`config.mk`:
```
export PLATFORM = sky130hd
export DESIGN_NAME = mjd_to_julian_date_core
export DESIGN_NICKNAME = d
export VERILOG_FILES = /design/src/rtl/mjdjd_pkg.sv /design/src/rtl/mjd_to_julian_date_core.sv
export SDC_FILE = /design/constraint.sdc
export NUM_CORES = 1
export LEC_CHECK = 0
export BUFFER_PORTS_ARGS = -buffer_cell sky130_fd_sc_hd__buf_2
export CAP_MARGIN = 40
export CORE_MARGIN = 4
export CORE_UTILIZATION = 65
export CTS_CLUSTER_DIAMETER = 40
export DETAILED_ROUTE_END_ITERATION = 8
export GPL_TIMING_DRIVEN = 1
export PLACE_DENSITY = 0.83
export SYNTH_ARGS = -nofsm -noshare
export SYNTH_HDL_FRONTEND = slang
export SYNTH_SLANG_ARGS = --single-unit
```
`constraint.sdc`:
```
create_clock -name clk -period 9.7 [get_ports clk]
set_input_delay 1.94 -clock clk [delete_from_list [all_inputs] [get_ports clk]]
set_output_delay 1.94 -clock clk [all_outputs]
set_load 0.03 [all_outputs]
```
`src/rtl/mjdjd_pkg.sv`:
```
// Constants and month tables for the MJD to Julian calendar date converter.
package mjdjd_pkg;

	localparam int unsigned MJD_W     = 32;
	localparam int unsigned YEAR_W    = 24;
	localparam int unsigned MONTH_W   = 4;
	localparam int unsigned DOM_W     = 5;
	localparam int unsigned DOY_W     = 9;

	// Day number is rebased to 1860-03-01 and lifted by a whole number of cycles
	// so that the floor division works on a non-negative value.
	localparam int unsigned CYCLE_DAYS  = 1461;
	localparam int unsigned YEAR_DAYS   = 365;
	localparam int unsigned MAR_TO_DEC  = 306;
	localparam int unsigned BASE_YEAR   = 1860;
	localparam int unsigned MJD_BASE    = 482;
	localparam int unsigned CYCLE_BIAS  = 1470000;
	localparam longint unsigned LIFT    =
		longint'(CYCLE_BIAS) * longint'(CYCLE_DAYS) - longint'(MJD_BASE);

	localparam int unsigned U_W    = 33;   // lifted day number
	localparam int unsigned A_W    = 22;   // top bits fed to the reciprocal multiply
	localparam int unsigned RSH    = 11;   // bits dropped before the multiply
	localparam int unsigned RECIP_SH = 24;
	localparam int unsigned RECIP_W  = 25;
	localparam logic [RECIP_W-1:0] RECIP = 25'd23517959; // floor(2^35 / 1461)
	localparam int unsigned Q_W    = 22;   // cycle quotient
	localparam int unsigned R0_W   = 13;   // remainder before correction, below 4 periods of 1461 days
	localparam int unsigned OFF_W  = 11;   // offset within a 1461-day period
	localparam int unsigned CYC_W  = 23;   // signed cycle count
	localparam int unsigned DAY_W  = 9;    // March-based day of year

	localparam int unsigned JANFEB_COMMON = 31 + 28;
	localparam int unsigned JANFEB_LEAP   = 31 + 29;

	typedef logic [3:0] mon_idx_t;

	function automatic logic [DAY_W-1:0] month_start(input mon_idx_t idx);
		logic [DAY_W-1:0] s;
		unique case (idx)
			4'd0:    s = 9'd0;
			4'd1:    s = 9'd31;
			4'd2:    s = 9'd61;
			4'd3:    s = 9'd92;
			4'd4:    s = 9'd122;
			4'd5:    s = 9'd153;
			4'd6:    s = 9'd184;
			4'd7:    s = 9'd214;
			4'd8:    s = 9'd245;
			4'd9:    s = 9'd275;
			4'd10:   s = 9'd306;
			4'd11:   s = 9'd337;
			default: s = 9'd0;
		endcase
		return s;
	endfunction

	function automatic logic [MONTH_W-1:0] month_code(input mon_idx_t idx);
		logic [MONTH_W-1:0] c;
		unique case (idx)
			4'd0:    c = 4'd3;
			4'd1:    c = 4'd4;
			4'd2:    c = 4'd5;
			4'd3:    c = 4'd6;
			4'd4:    c = 4'd7;
			4'd5:    c = 4'd8;
			4'd6:    c = 4'd9;
			4'd7:    c = 4'd10;
			4'd8:    c = 4'd11;
			4'd9:    c = 4'd12;
			4'd10:   c = 4'd1;
			4'd11:   c = 4'd2;
			default: c = 4'd1;
		endcase
		return c;
	endfunction

	// Last March-based month whose first day is not after the given day.
	function automatic mon_idx_t month_index(input logic [DAY_W-1:0] day);
		mon_idx_t m;
		m = 4'd0;
		for (int i = 1; i < 12; i++) begin
			if (month_start(mon_idx_t'(i)) <= day) m = mon_idx_t'(i);
		end
		return m;
	endfunction

endpackage

```
`src/rtl/mjd_to_julian_date_core.sv`:
```
// Modified Julian Day to proleptic Julian calendar date converter, top level.
//
// Converts one signed 32-bit Modified Julian Day word into a Julian calendar
// date (astronomical year, month 1-12, day of month 1-31, zero-based day of
// year 0-365). Every input word gives exactly one result word. The block is a
// five-stage pipeline and takes one word per clock, back to back, while the
// output accepts words. A word passes through the stages in order and is
// presented from the last stage's result register. The depth is set by the
// floor division by the 1461-day cycle. The 22 x 25 bit reciprocal multiply
// has a stage to itself. It is followed by a stage that forms the remainder
// and a stage that corrects the quotient by up to three 1461-day periods.
// Each stage holds its word until the next one is free, so bubbles close up.
// The input is refused only when all five stages are full and the output is
// held off. Negative day numbers use floor division, so dates before 1860
// come out right for the whole 32-bit input range. No state is kept between
// words and reset only empties the pipeline.
module mjd_to_julian_date_core (
	input  logic                               clk,
	input  logic                               arst_n,
	input  logic                               in_valid,
	output logic                               in_ready,
	input  logic signed [mjdjd_pkg::MJD_W-1:0] mjd,
	output logic                               out_valid,
	input  logic                               out_ready,
	output logic signed [mjdjd_pkg::YEAR_W-1:0] calendar_year,
	output logic [mjdjd_pkg::MONTH_W-1:0]      month_number,
	output logic [mjdjd_pkg::DOM_W-1:0]        day_of_month,
	output logic [mjdjd_pkg::DOY_W-1:0]        day_of_year
);

	localparam int unsigned P_W = mjdjd_pkg::A_W + mjdjd_pkg::RECIP_W;

	// Stage valid flags and per-stage advance
	logic v_s1, v_s2, v_s3, v_s4, v_s5;
	logic rdy_s1, rdy_s2, rdy_s3, rdy_s4, rdy_s5;

	// A stage may load when it is empty or its word moves on this cycle.
	assign rdy_s5 = !v_s5 || out_ready;
	assign rdy_s4 = !v_s4 || rdy_s5;
	assign rdy_s3 = !v_s3 || rdy_s4;
	assign rdy_s2 = !v_s2 || rdy_s3;
	assign rdy_s1 = !v_s1 || rdy_s2;
	assign in_ready  = rdy_s1;
	assign out_valid = v_s5;

	always_ff @(posedge clk or negedge arst_n) begin
		if (!arst_n) begin
			v_s1 <= 1'b0;
			v_s2 <= 1'b0;
			v_s3 <= 1'b0;
			v_s4 <= 1'b0;
			v_s5 <= 1'b0;
		end else begin
			if (rdy_s1) v_s1 <= in_valid;
			if (rdy_s2) v_s2 <= v_s1;
			if (rdy_s3) v_s3 <= v_s2;
			if (rdy_s4) v_s4 <= v_s3;
			if (rdy_s5) v_s5 <= v_s4;
		end
	end

	// ---------------------------------------------------------------------
	// Stage 1: rebase to 1860-03-01 and lift by a whole number of cycles so
	// the value is never negative; the quotient bias is taken off later.
	// ---------------------------------------------------------------------
	logic [mjdjd_pkg::U_W-1:0] u_s1;
	logic [mjdjd_pkg::U_W:0]   u_sum;

	assign u_sum = {{(mjdjd_pkg::U_W + 1 - mjdjd_pkg::MJD_W){mjd[mjdjd_pkg::MJD_W-1]}}, mjd}
		+ (mjdjd_pkg::U_W + 1)'(mjdjd_pkg::LIFT);

	always_ff @(posedge clk) begin
		if (rdy_s1 && in_valid) u_s1 <= u_sum[mjdjd_pkg::U_W-1:0];
	end

	// ---------------------------------------------------------------------
	// Stage 2: reciprocal multiply on the upper bits gives a quotient that is
	// low by at most three 1461-day periods.
	// ---------------------------------------------------------------------
	logic [mjdjd_pkg::U_W-1:0] u_s2;
	logic [P_W-1:0]            prod_s2;
	logic [mjdjd_pkg::A_W-1:0] a_hi;

	assign a_hi = u_s1[mjdjd_pkg::U_W-1:mjdjd_pkg::RSH];

	always_ff @(posedge clk) begin
		if (rdy_s2 && v_s1) begin
			u_s2    <= u_s1;
			prod_s2 <= P_W'(a_hi) * P_W'(mjdjd_pkg::RECIP);
		end
	end

	// ---------------------------------------------------------------------
	// Stage 3: remainder against the estimated quotient.
	// ---------------------------------------------------------------------
	logic [mjdjd_pkg::Q_W-1:0]  q0;
	logic [mjdjd_pkg::U_W-1:0]  r0_full;
	logic [mjdjd_pkg::Q_W-1:0]  q0_s3;
	logic [mjdjd_pkg::R0_W-1:0] r0_s3;

	assign q0      = prod_s2[mjdjd_pkg::RECIP_SH +: mjdjd_pkg::Q_W];
	assign r0_full = u_s2 - mjdjd_pkg::U_W'(q0) * mjdjd_pkg::U_W'(mjdjd_pkg::CYCLE_DAYS);

	always_ff @(posedge clk) begin
		if (rdy_s3 && v_s2) begin
			q0_s3 <= q0;
			r0_s3 <= r0_full[mjdjd_pkg::R0_W-1:0];
		end
	end

	// ---------------------------------------------------------------------
	// Stage 4: correct the quotient, drop the bias, split the cycle into
	// March-based years. The last day of a cycle is Feb 29 of year three.
	// ---------------------------------------------------------------------
	localparam logic [mjdjd_pkg::R0_W-1:0] C1 = mjdjd_pkg::R0_W'(mjdjd_pkg::CYCLE_DAYS);
	localparam logic [mjdjd_pkg::R0_W-1:0] C2 = mjdjd_pkg::R0_W'(2 * mjdjd_pkg::CYCLE_DAYS);
	localparam logic [mjdjd_pkg::R0_W-1:0] C3 = mjdjd_pkg::R0_W'(3 * mjdjd_pkg::CYCLE_DAYS);
	localparam logic [mjdjd_pkg::OFF_W-1:0] Y1 = mjdjd_pkg::OFF_W'(mjdjd_pkg::YEAR_DAYS);
	localparam logic [mjdjd_pkg::OFF_W-1:0] Y2 = mjdjd_pkg::OFF_W'(2 * mjdjd_pkg::YEAR_DAYS);
	localparam logic [mjdjd_pkg::OFF_W-1:0] Y3 = mjdjd_pkg::OFF_W'(3 * mjdjd_pkg::YEAR_DAYS);
	localparam logic [mjdjd_pkg::OFF_W-1:0] LEAP_OFF =
		mjdjd_pkg::OFF_W'(mjdjd_pkg::CYCLE_DAYS - 1);

	logic [mjdjd_pkg::R0_W-1:0]  r_fix;
	logic [1:0]                  q_adj;
	logic [mjdjd_pkg::OFF_W-1:0] off;
	logic [mjdjd_pkg::Q_W-1:0]   q_fix;
	logic signed [mjdjd_pkg::CYC_W-1:0] cyc;
	logic [1:0]                  yr;
	logic [mjdjd_pkg::OFF_W-1:0] day_wide;

	always_comb begin
		priority if (r0_s3 >= C3) begin
			q_adj = 2'd3;
			r_fix = r0_s3 - C3;
		end else if (r0_s3 >= C2) begin
			q_adj = 2'd2;
			r_fix = r0_s3 - C2;
		end else if (r0_s3 >= C1) begin
			q_adj = 2'd1;
			r_fix = r0_s3 - C1;
		end else begin
			q_adj = 2'd0;
			r_fix = r0_s3;
		end
		off   = r_fix[mjdjd_pkg::OFF_W-1:0];
		q_fix = q0_s3 + mjdjd_pkg::Q_W'(q_adj);
		cyc   = $signed({1'b0, q_fix}) - mjdjd_pkg::CYC_W'(mjdjd_pkg::CYCLE_BIAS);

		priority if (off == LEAP_OFF) begin
			yr       = 2'd3;
			day_wide = Y1;
		end else if (off >= Y3) begin
			yr       = 2'd3;
			day_wide = off - Y3;
		end else if (off >= Y2) begin
			yr       = 2'd2;
			day_wide = off - Y2;
		end else if (off >= Y1) begin
			yr       = 2'd1;
			day_wide = off - Y1;
		end else begin
			yr       = 2'd0;
			day_wide = off;
		end
	end

	logic signed [mjdjd_pkg::CYC_W-1:0] cyc_s4;
	logic [1:0]                         yr_s4;
	logic [mjdjd_pkg::DAY_W-1:0]        day_s4;

	always_ff @(posedge clk) begin
		if (rdy_s4 && v_s3) begin
			cyc_s4 <= cyc;
			yr_s4  <= yr;
			day_s4 <= day_wide[mjdjd_pkg::DAY_W-1:0];
		end
	end

	// ---------------------------------------------------------------------
	// Stage 5: month lookup, January/February roll into the next year, and
	// day of year counted from January 1. Result register.
	// ---------------------------------------------------------------------
	localparam logic [mjdjd_pkg::DAY_W-1:0] MD =
		mjdjd_pkg::DAY_W'(mjdjd_pkg::MAR_TO_DEC);

	mjdjd_pkg::mon_idx_t               m_idx;
	logic [mjdjd_pkg::DAY_W-1:0]       m_start;
	logic [mjdjd_pkg::DAY_W-1:0]       dom_wide;
	logic [mjdjd_pkg::DAY_W-1:0]       doy;
	logic [2:0]                        yr_full;
	logic signed [mjdjd_pkg::YEAR_W-1:0] year;

	always_comb begin
		m_idx    = mjdjd_pkg::month_index(day_s4);
		m_start  = mjdjd_pkg::month_start(m_idx);
		dom_wide = day_s4 - m_start + mjdjd_pkg::DAY_W'(1);
		priority if (day_s4 >= MD) begin
			yr_full = {1'b0, yr_s4} + 3'd1;
			doy     = day_s4 - MD;
		end else if (yr_s4 != 2'd0) begin
			yr_full = {1'b0, yr_s4};
			doy     = day_s4 + mjdjd_pkg::DAY_W'(mjdjd_pkg::JANFEB_COMMON);
		end else begin
			yr_full = {1'b0, yr_s4};
			doy     = day_s4 + mjdjd_pkg::DAY_W'(mjdjd_pkg::JANFEB_LEAP);
		end
		year = (mjdjd_pkg::YEAR_W'(cyc_s4) <<< 2)
			+ mjdjd_pkg::YEAR_W'(mjdjd_pkg::BASE_YEAR)
			+ mjdjd_pkg::YEAR_W'(yr_full);
	end

	logic signed [mjdjd_pkg::YEAR_W-1:0] year_s5;
	logic [mjdjd_pkg::MONTH_W-1:0]       mon_s5;
	logic [mjdjd_pkg::DOM_W-1:0]         dom_s5;
	logic [mjdjd_pkg::DOY_W-1:0]         doy_s5;

	always_ff @(posedge clk) begin
		if (rdy_s5 && v_s4) begin
			year_s5 <= year;
			mon_s5  <= mjdjd_pkg::month_code(m_idx);
			dom_s5  <= dom_wide[mjdjd_pkg::DOM_W-1:0];
			doy_s5  <= doy;
		end
	end

	assign calendar_year = year_s5;
	assign month_number  = mon_s5;
	assign day_of_month  = dom_s5;
	assign day_of_year   = doy_s5;

	// ---------------------------------------------------------------------
	// Checks
	// ---------------------------------------------------------------------
	// The reciprocal estimate must leave the remainder below four 1461-day periods.
	assert property (@(posedge clk) disable iff (!arst_n)
		v_s3 |-> (r0_s3 < mjdjd_pkg::R0_W'(4 * mjdjd_pkg::CYCLE_DAYS)))
		else $error("quotient estimate out of correction range");

	// March-based day never passes the leap day.
	assert property (@(posedge clk) disable iff (!arst_n)
		v_s4 |-> (day_s4 <= mjdjd_pkg::DAY_W'(mjdjd_pkg::YEAR_DAYS)))
		else $error("day within year out of range");

	// Presented result is a real date.
	assert property (@(posedge clk) disable iff (!arst_n)
		out_valid |-> (month_number >= 4'd1 && month_number <= 4'd12
			&& day_of_month != 5'd0 && day_of_year <= 9'd365))
		else $error("result date fields out of range");

	// An empty first stage must never refuse a word.
	assert property (@(posedge clk) disable iff (!arst_n)
		!v_s1 |-> in_ready)
		else $error("input refused with first stage empty");

endmodule
```
==> results.toml, run 1 <==
[placed_design]
place.gp.congestion = 0.989
hpwl_mm = 37.5
port_buffers = 79

[floorplanning]
die_x_um = 186
die_h_um = 186
start_util_pct = 66.5
io_pins = 80
dieArea_mm2 = 0.0346
rows = 64
core_mm2 = 0.0309

[timing]
fmax_mhz = 134
worstMarginPinSlew_ns = 0.902
skew_ns = 0.0201
drv_slew = 0
timing.final.crit_period_ns = 7.47
finalHoldViolCount = 0
fin_tns_setup_ns = 0
min_period_over_period_pct = 77.0
relSlewSlack_pct = 39.5
rsz0062_at_grt = "false"
setup_viol_count_final = 0

[layout]
fill_cells = 2256
area_delta_synth_final_pct = 6.91
nNetsFinal = 2559
diodes = 0
drive_gt1_share_pct = 7.96

[yosys]
ys_top_cells_by_area = "edfxtp_1 26%, fa_1 22%, ha_1 20%"
yosysMostFrequentCell = "inv_1"
synth_cells = 1899
avgSynthCellArea_um2 = 10.8
synth_top_area_share_pct = 26.0
ys_seq_area_share_pct = 26.6
synthArstFlopShare_pct = 2.73
ys_warn_count = 0
ys_types = 84
synth_ff_type = "edfxtp_1"
netlist.top_cell.by_area = "edfxtp_1"
synth_seq_cells = 183
syn_area_mm2 = 0.0206
syn_nets = 2485
synthTopCellsByCount = "414 x inv_1, 323 x ha_1, 227 x fa_1, 178 x edfxtp_1, 86 x xnor2_1"
synth_edf_count = 178

[drt]
wirelength_mm = 45.0
drtIter0Drc = 783
post_drt_wl_per_cell_um = 18.9
drc = 0
dr.pass1.iters = 5
vias = 13700
ant_nets = 0
via_per_inst = 5.73

[critical_path]
crit_slowest_cell = "edfxtp_1"
cpLargestDelayFamily = "adder cells"
critical_path.startpoint_type = "register"
crit_path_max_incr_delay_ns = 0.55
crit_type = "reg2reg"
cp_common_cell = "fa_1"
required_ns = 9.92
crit_buf_inv = 4
crit_arrival_ns = 7.70
crit_chain = "ha_1, inv_1, fa_1, fa_1, inv_1, fa_1, fa_1, fa_1, inv_1, fa_1, inv_1, ha_1, a21o_1, a21o_1, a21oi_1, o211ai_1, o21bai_1, a2111oi_0, nor3b_1, o311ai_0, o211ai_1, a21oi_1, xnor2_1"
cp_max_fo = 7
worstSetupEndpointType = "register"

[outcome]
status = "complete, no violations"

[cts]
clock_sinks = 183
clk_pin_slew_ns = 0.08
cts-root-buf = "clkbuf_16"
cts_tree = "yes"
clock_path_buffers = 2
htreeDepth = 4
cts-resized-gates = 0
postCtsHoldBufs = 0
clock_latency_ns = 0.47
post-cts-setup-buffer-count = 0
numCtsBuffers = 17

[grt]
grt_max_degree = 38
grt_first_pass_wirelength_mm = 72.5
first_global_vias = 14000
grt-ovfl-total = 0
antenna_found_initial = 0
track_usage_pct = 27.1

[hold_path]
min_path_type = "reg2reg"

[run]
cap_violations = 0
[layer usage]
metal | GRT usage, % | part of all wire, %
met5 | 0 | 0
met4 | 9.73 | 3.3
met3 | 4.57 | 4.8
met2 | 47.5 | 51
met1 | 34.2 | 41
[final timing paths]
check	start	end	slack [ns]	cells past startpoint
setup / recovery	u_s1[15]	prod_s2[45]	2.23	23
setup reg to reg	u_s1[15]	prod_s2[45]	2.23	23
hold / removal	u_s1[5]	u_s2[5]	0.41	0
hold reg to reg	u_s1[5]	u_s2[5]	0.41	0
max in group asynchronous	arst_n	v_s4	8.31	1
min in group asynchronous	arst_n	v_s1	1.27	1
[state kept, by name (all words and copies together), names as in the netlist, 2 cells and up]
name           flops
day_of_month       5
prod_s2           22
cyc_s4            22
calendar_year     24
yr_s4              2
day_of_year        9
u_s1              33
u_s2              13
day_s4             9
month_number       4
q0_s3             22
r0_s3             13
[worst register-to-register path, cell delays in order (launching register included)]
cell	delay [ns]
edfxtp_1	0.55
ha_1	0.49
inv_1	0.09
fa_1	0.51
fa_1	0.55
inv_1	0.05
fa_1	0.53
fa_1	0.44
fa_1	0.54
inv_1	0.05
fa_1	0.52
inv_1	0.04
ha_1	0.33
a21o_1	0.18
a21o_1	0.17
a21oi_1	0.19
o211ai_1	0.10
o21bai_1	0.24
a2111oi_0	0.45
nor3b_1	0.20
o311ai_0	0.49
o211ai_1	0.23
a21oi_1	0.22
xnor2_1	0.08
[layout make-up]
type | instances | area (um2) | share of cell area, %
Multi-Input combinational cell | 1271 | 13400 | 60.8
Tap cell | 396 | 495 | 2.25
Clock buffer | 17 | 425 | 1.93
Inverter | 416 | 1560 | 7.10
Sequential cell | 183 | 5470 | 24.9
Timing Repair Buffer | 84 | 445 | 2.03
Clock inverter | 15 | 225 | 1.02
[metrics by stage]
stage / worst slack (ns) / hold WS, ns / instances / area (um2) / utilization (%)
after floorplan: 2.89 / 0.400 / 1899 / 20600 / -
final: 2.23 / 0.408 / 2382 / 22000 / 71.1
after CTS: 2.24 / 0.411 / 2382 / 22000 / 71.1
after detailed placement: 2.23 / 0.405 / 2350 / 21300 / 69.0
after global routing: 1.88 / 0.415 / 2382 / 22000 / 71.1
after global placement: 2.39 / 0.401 / 2349 / 21300 / 69.0
[kinds of logic (layout without fill, tap and decap cells)]
logic type                 after synthesis  in the layout  synth area share [%]
adders and majority gates              550            550                  41.7
buffers and inverters                  445            532                  8.46
and+or+nand+nor                        304            304                  7.42
AOI/OAI and AO/OA                      279            279                  9.74
DFF                                    183            183                  26.6
xor gates and xnor gates               131            131                  5.69
muxes                                    7              7                 0.359
[layout by cell type (no fill, tap or decap), drive strengths merged, types with 16 or more instances in the layout]
master and count:
inv 420, nor3 26, xnor2 88, ha 323
fa 227, o21ai 52, a211oi 16, edfxtp 178
nand4 16, nand2 81, xor2 43, clkbuf 17
a21oi 64, a21o 33, nand3 23, nor2 73
buf 84
Power of run 1 is left out: the tool's default activity adds up to more than one toggle a clock period on the data nets, which glitch-free logic cannot reach.
==> run 2: changes to the inputs <==
Clock period 9.7 ns to 7.1 ns, I/O delays scaled along.
==> run 2 against run 1 <==
First-iteration DRC count grew 17%. Cell area grew 2.0%. Highest routed layer unchanged. Sequential share of layout area shrank 0.49 points. Global-route usage grew 0.55 points. Count of clock-buffer cells in the layout grew 1. Critical path depth is the same. Via count grew 1.6%. Worst setup slack lost 2.0 ns. Fmax grew 8.6%. Register-to-register slack lost 2.0 ns. Wire length grew 1.9%.
==> results.toml, run 2 (synthesis gave the netlist of run 1 again) <==
[layout]
nNetsFinal = 2611
top_register = "u_s1"
drive_gt1_share_pct = 10.9
fill_cells = 2172
fin_cells = 2434
multiInputGateArea_mm2 = 0.0135
layout_commonest_cell = "inv_1"
diodes = 0
area_delta_synth_final_pct = 9.04
largest_reg_flops = 33
ff_latch_area_mm2 = 0.00547
fin_area_mm2 = 0.0224
final_cell_mix = "413 x inv_1, 318 x ha_1, 226 x fa_1, 178 x edfxtp_1, 86 x xnor2_1"

[grt]
met1_usage_pct = 34.5
met3_usage_pct = 4.59
track_usage_pct = 27.7
grt_first_pass_wirelength_mm = 73.9
use_met2_pct = 48.9
grt_max_degree = 38
grt-ovfl-total = 0
first_global_vias = 14400
grt-busiest-layer = "met2"
antenna_found_initial = 0

[placed_design]
place.gp.congestion = 1.03
dp_cells = 2396
hpwl_mm = 38.8
postPlaceCellArea_mm2 = 0.0217
port_buffers = 79

[floorplanning]
die_h_um = 186
rows = 64
die_x_um = 186
dieArea_mm2 = 0.0346
io_pins = 80
core_mm2 = 0.0309
start_util_pct = 66.5

[cts]
clock_latency_ns = 0.44
clock_path_buffers = 2
postCtsHoldBufs = 0
htreeDepth = 4
clk_pin_slew_ns = 0.08
clock_sinks = 183
cts-root-buf = "clkbuf_16"
numCtsBuffers = 17
cts_tree = "yes"

[critical_path]
crit_chain = "ha_1, inv_1, fa_1, fa_1, inv_1, fa_1, fa_1, fa_1, inv_1, fa_1, inv_1, ha_1, a21o_1, a21o_1, a21oi_2, o211ai_1, o21bai_4, a2111oi_4, nor3b_4, o21a_1, a211oi_2, o21ai_1, xor2_1"
crit_arrival_ns = 7.06
cp_max_fo = 6
cp_common_cell = "fa_1"
crit_slowest_cell = "fa_1"
ff2ff_setup_slack_ns = 0.22
crit_buf_inv = 4
crit_path_max_incr_delay_ns = 0.55
worstSetupEndpointType = "register"
required_ns = 7.29
crit_type = "reg2reg"
cpLargestDelayFamily = "adder cells"
critical_path.startpoint_type = "register"

[timing]
holdWs_ns = 0.418
drv_slew = 0
finalHoldViolCount = 0
setup_viol_count_final = 0
worstMarginPinSlew_ns = 0.887
fmax_mhz = 145
min_period_over_period_pct = 96.9
skew_ns = 0.0136
fin_tns_setup_ns = 0
relSlewSlack_pct = 40.5
timing.final.crit_period_ns = 6.88

[hold_path]
min_path_type = "reg2reg"

[drt]
drc = 0
vias = 13900
ant_nets = 0
via_per_inst = 5.70
wirelength_mm = 45.9
drtIter0Drc = 916
dr.pass1.iters = 6
post_drt_wl_per_cell_um = 18.8

[run]
cap_violations = 0

[outcome]
status = "complete, no violations"
run 2: path summary, 6_finish.rpt:
| path | from | endpoint | depth (start not counted) |
|---|---|---|---|
| max reg2reg | u_s1[15] | prod_s2[43] | 23 |
| min reg2reg | prod_s2[39] | q0_s3[15] | 0 |
| max in group asynchronous | arst_n | v_s1 | 1 |
| min in group asynchronous | arst_n | out_valid | 1 |
| min | prod_s2[39] | q0_s3[15] | 0 |
| max | u_s1[15] | prod_s2[43] | 23 |
run 2: repair_timing:
action	in CTS	in global routing
buffers inserted	0	7
pin swaps	0	8
resized for setup	3	16
endpoints found under the setup margin	1	10
hold endpoints to repair	0	0
run 2: through the flow:
step	utilization, %	setup slack (ns)
floorplan	-	0.294
global placement	70.1	0.0755
detailed placement	70.2	-0.101
CTS	72.1	0.0131
global route	72.6	-0.0231
finish	72.6	0.222
run 2: routing by layer:
metal  part of all wire (%)  wire (um)
met5                      0          0
met2                     51      23300
met3                    5.2       2390
met1                     40      18500
met4                    3.6       1650
run 2: area by class of cell:
cell class              instances  area share, %
multi-input cells            1271           60.1
flip-flops and latches        183           24.4
inverters                     416           6.96
repair buffers                136           3.73
well taps                     396           2.21
clock buffers                  18           1.91
clock inverters                14          0.731
run 2: worst register-to-register path, delay by kind of cell (launching register included):
family,cells,cell delay (ns)
adder cells (fa/ha/maj),8,3.75
AO/OA/AOI/OAI,9,1.91
flip-flops,1,0.47
buffers and inverters,4,0.20
XOR/XNOR,1,0.17
AND/OR/NAND/NOR,1,0.12
Power of run 2 is left out for the same reason.
==> run 3: changes to the inputs <==
Settings changed: PLACE_DENSITY 0.83 to default, PLACE_DENSITY_LB_ADDON from default to 0.25.
==> run 3 against run 2 <==
Hold slack improved by 0.0040 ns. Highest routed layer unchanged. Clock skew is 0.00071 ns higher. Sequential share of layout area rose by 0.10 points. Critical path depth is the same. Critical endpoint is now prod_s2[42]. Worst setup slack got worse by 0.013 ns. Register-to-register slack is essentially flat. Sequential cell count unchanged. Count of clock-buffer cells in the layout down 1.
==> results.toml, run 3 (synthesis gave the netlist of run 1 again) <==
[hold_path]
holdPathStages = 0
min_to = "u_s2[2]"
worstHoldStart = "u_s1[2]"
min_path_type = "reg2reg"

[timing]
worstMarginPinSlew_ns = 0.903
timing.final.crit_period_ns = 6.89
relSlewSlack_pct = 39.8
drv_slew = 0
finalHoldViolCount = 0
holdWs_ns = 0.422
fmax_mhz = 145
finalWorstSetupSlack_ns = 0.209
min_period_over_period_pct = 97.0
setup_viol_count_final = 0
skew_ns = 0.0143

[floorplanning]
die_x_um = 186
core_mm2 = 0.0309
dieArea_mm2 = 0.0346
die_h_um = 186
rows = 64
start_util_pct = 66.5
io_pins = 80

[grt]
first_global_vias = 14300
grt_first_pass_wirelength_mm = 72.6
grt_max_degree = 37
antenna_found_initial = 0
track_usage_pct = 27.1
grt-ovfl-total = 0

[layout]
nNetsFinal = 2602
fin_cells = 2425
diodes = 0
final_cell_mix = "414 x inv_1, 319 x ha_1, 226 x fa_1, 178 x edfxtp_1, 86 x xnor2_1"
area_delta_synth_final_pct = 8.60
ff_latch_area_mm2 = 0.00547
largest_reg_flops = 33
fill_cells = 2242
drive_gt1_share_pct = 10.4
fin_area_mm2 = 0.0223
layout_commonest_cell = "inv_1"
top_register = "u_s1"
multiInputGateArea_mm2 = 0.0135

[cts]
cts-root-buf = "clkbuf_16"
htreeDepth = 4
numCtsBuffers = 17
clock_sinks = 183
clock_latency_ns = 0.46
cts_tree = "yes"
clk_pin_slew_ns = 0.09
postCtsHoldBufs = 0
clock_path_buffers = 2

[critical_path]
crit_type = "reg2reg"
required_ns = 7.31
worstRegToRegCells = 23
ff2ff_setup_slack_ns = 0.21
crit_arrival_ns = 7.10
r2r-start = "u_s1[15]"
rr_endpoint = "prod_s2[42]"
cp_max_fo = 6
cpLargestDelayFamily = "adder cells"
crit_chain = "ha_1, inv_1, fa_1, fa_1, inv_1, fa_1, fa_1, fa_1, inv_1, fa_1, inv_1, ha_1, a21o_1, a21o_1, a21oi_2, o211ai_1, o21bai_2, a2111oi_4, nor3b_4, o21a_1, a211oi_2, o21bai_1, xor2_1"
worstSetupEndpointType = "register"
critical_path.startpoint_type = "register"
crit_path_max_incr_delay_ns = 0.55
crit_slowest_cell = "fa_1"
crit_buf_inv = 4
cp_common_cell = "fa_1"

[placed_design]
place.gp.congestion = 1.00
place_ws_ns = 0.00527
dp_cells = 2385
postPlaceCellArea_mm2 = 0.0216
port_buffers = 79
hpwl_mm = 37.8

[drt]
wirelength_mm = 45.0
vias = 13900
drtIter0Drc = 951
ant_nets = 0
post_drt_wl_per_cell_um = 18.5
drc = 0
via_per_inst = 5.72
dr.pass1.iters = 5

[run]
cap_violations = 0

[outcome]
status = "complete, no violations"
run 3: cell count changes in the layout (fill, tap and decap cells not counted), sizes merged:
cell      previous run  this run
buf                136       127
clkbuf              18        17
clkinv               8         6
clkinvlp             1         3
inv                421       422
run 3: timing repair:
item	CTS	global route
gates resized for setup	0	16
setup endpoints to repair	0	9
setup buffers	0	8
hold endpoints to repair	0	0
run 3: metrics by stage:
step | util, % | TNS, ns
floorplan | - | 0
global route | 72.3 | -0.0687
finish | 72.3 | 0
detailed placement | 69.9 | 0
global placement | 69.8 | 0
CTS | 71.8 | 0
run 3: routing by layer:
metal / vias to the layer above / wire, um / global-route usage, % / part of all wire (%)
li1: 6563 / - / - / -
met1: 6815 / 18200 / 33.5 / 41
met2: 398 / 23500 / 49.4 / 52
met3: 86 / 1940 / 3.93 / 4.3
met4: 0 / 1300 / 7.93 / 2.9
met5: - / 0 / 0 / 0
run 3: cell type report:
type,instances,share of cell area [%]
Sequential cell,183,24.5
Inverter,416,6.99
Timing Repair Buffer,127,3.44
Clock inverter,15,0.717
Clock buffer,17,1.90
Tap cell,396,2.22
Multi-Input combinational cell,1271,60.2
run 3: worst max path at each step:
stage          startpoint           to  slack [ns]  cells after the start
2_1_floorplan    u_s1[15]  prod_s2[43]        0.29                     23
3_3_place_gp     u_s1[14]  prod_s2[43]        0.16                     25
3_5_place_dp     u_s1[14]  prod_s2[43]       0.005                     25
4_1_cts          u_s1[14]  prod_s2[43]      0.0007                     25
5_1_grt          u_s1[15]  prod_s2[43]       -0.04                     23
6_report         u_s1[15]  prod_s2[42]        0.21                     23
Power of run 3 is left out for the same reason.
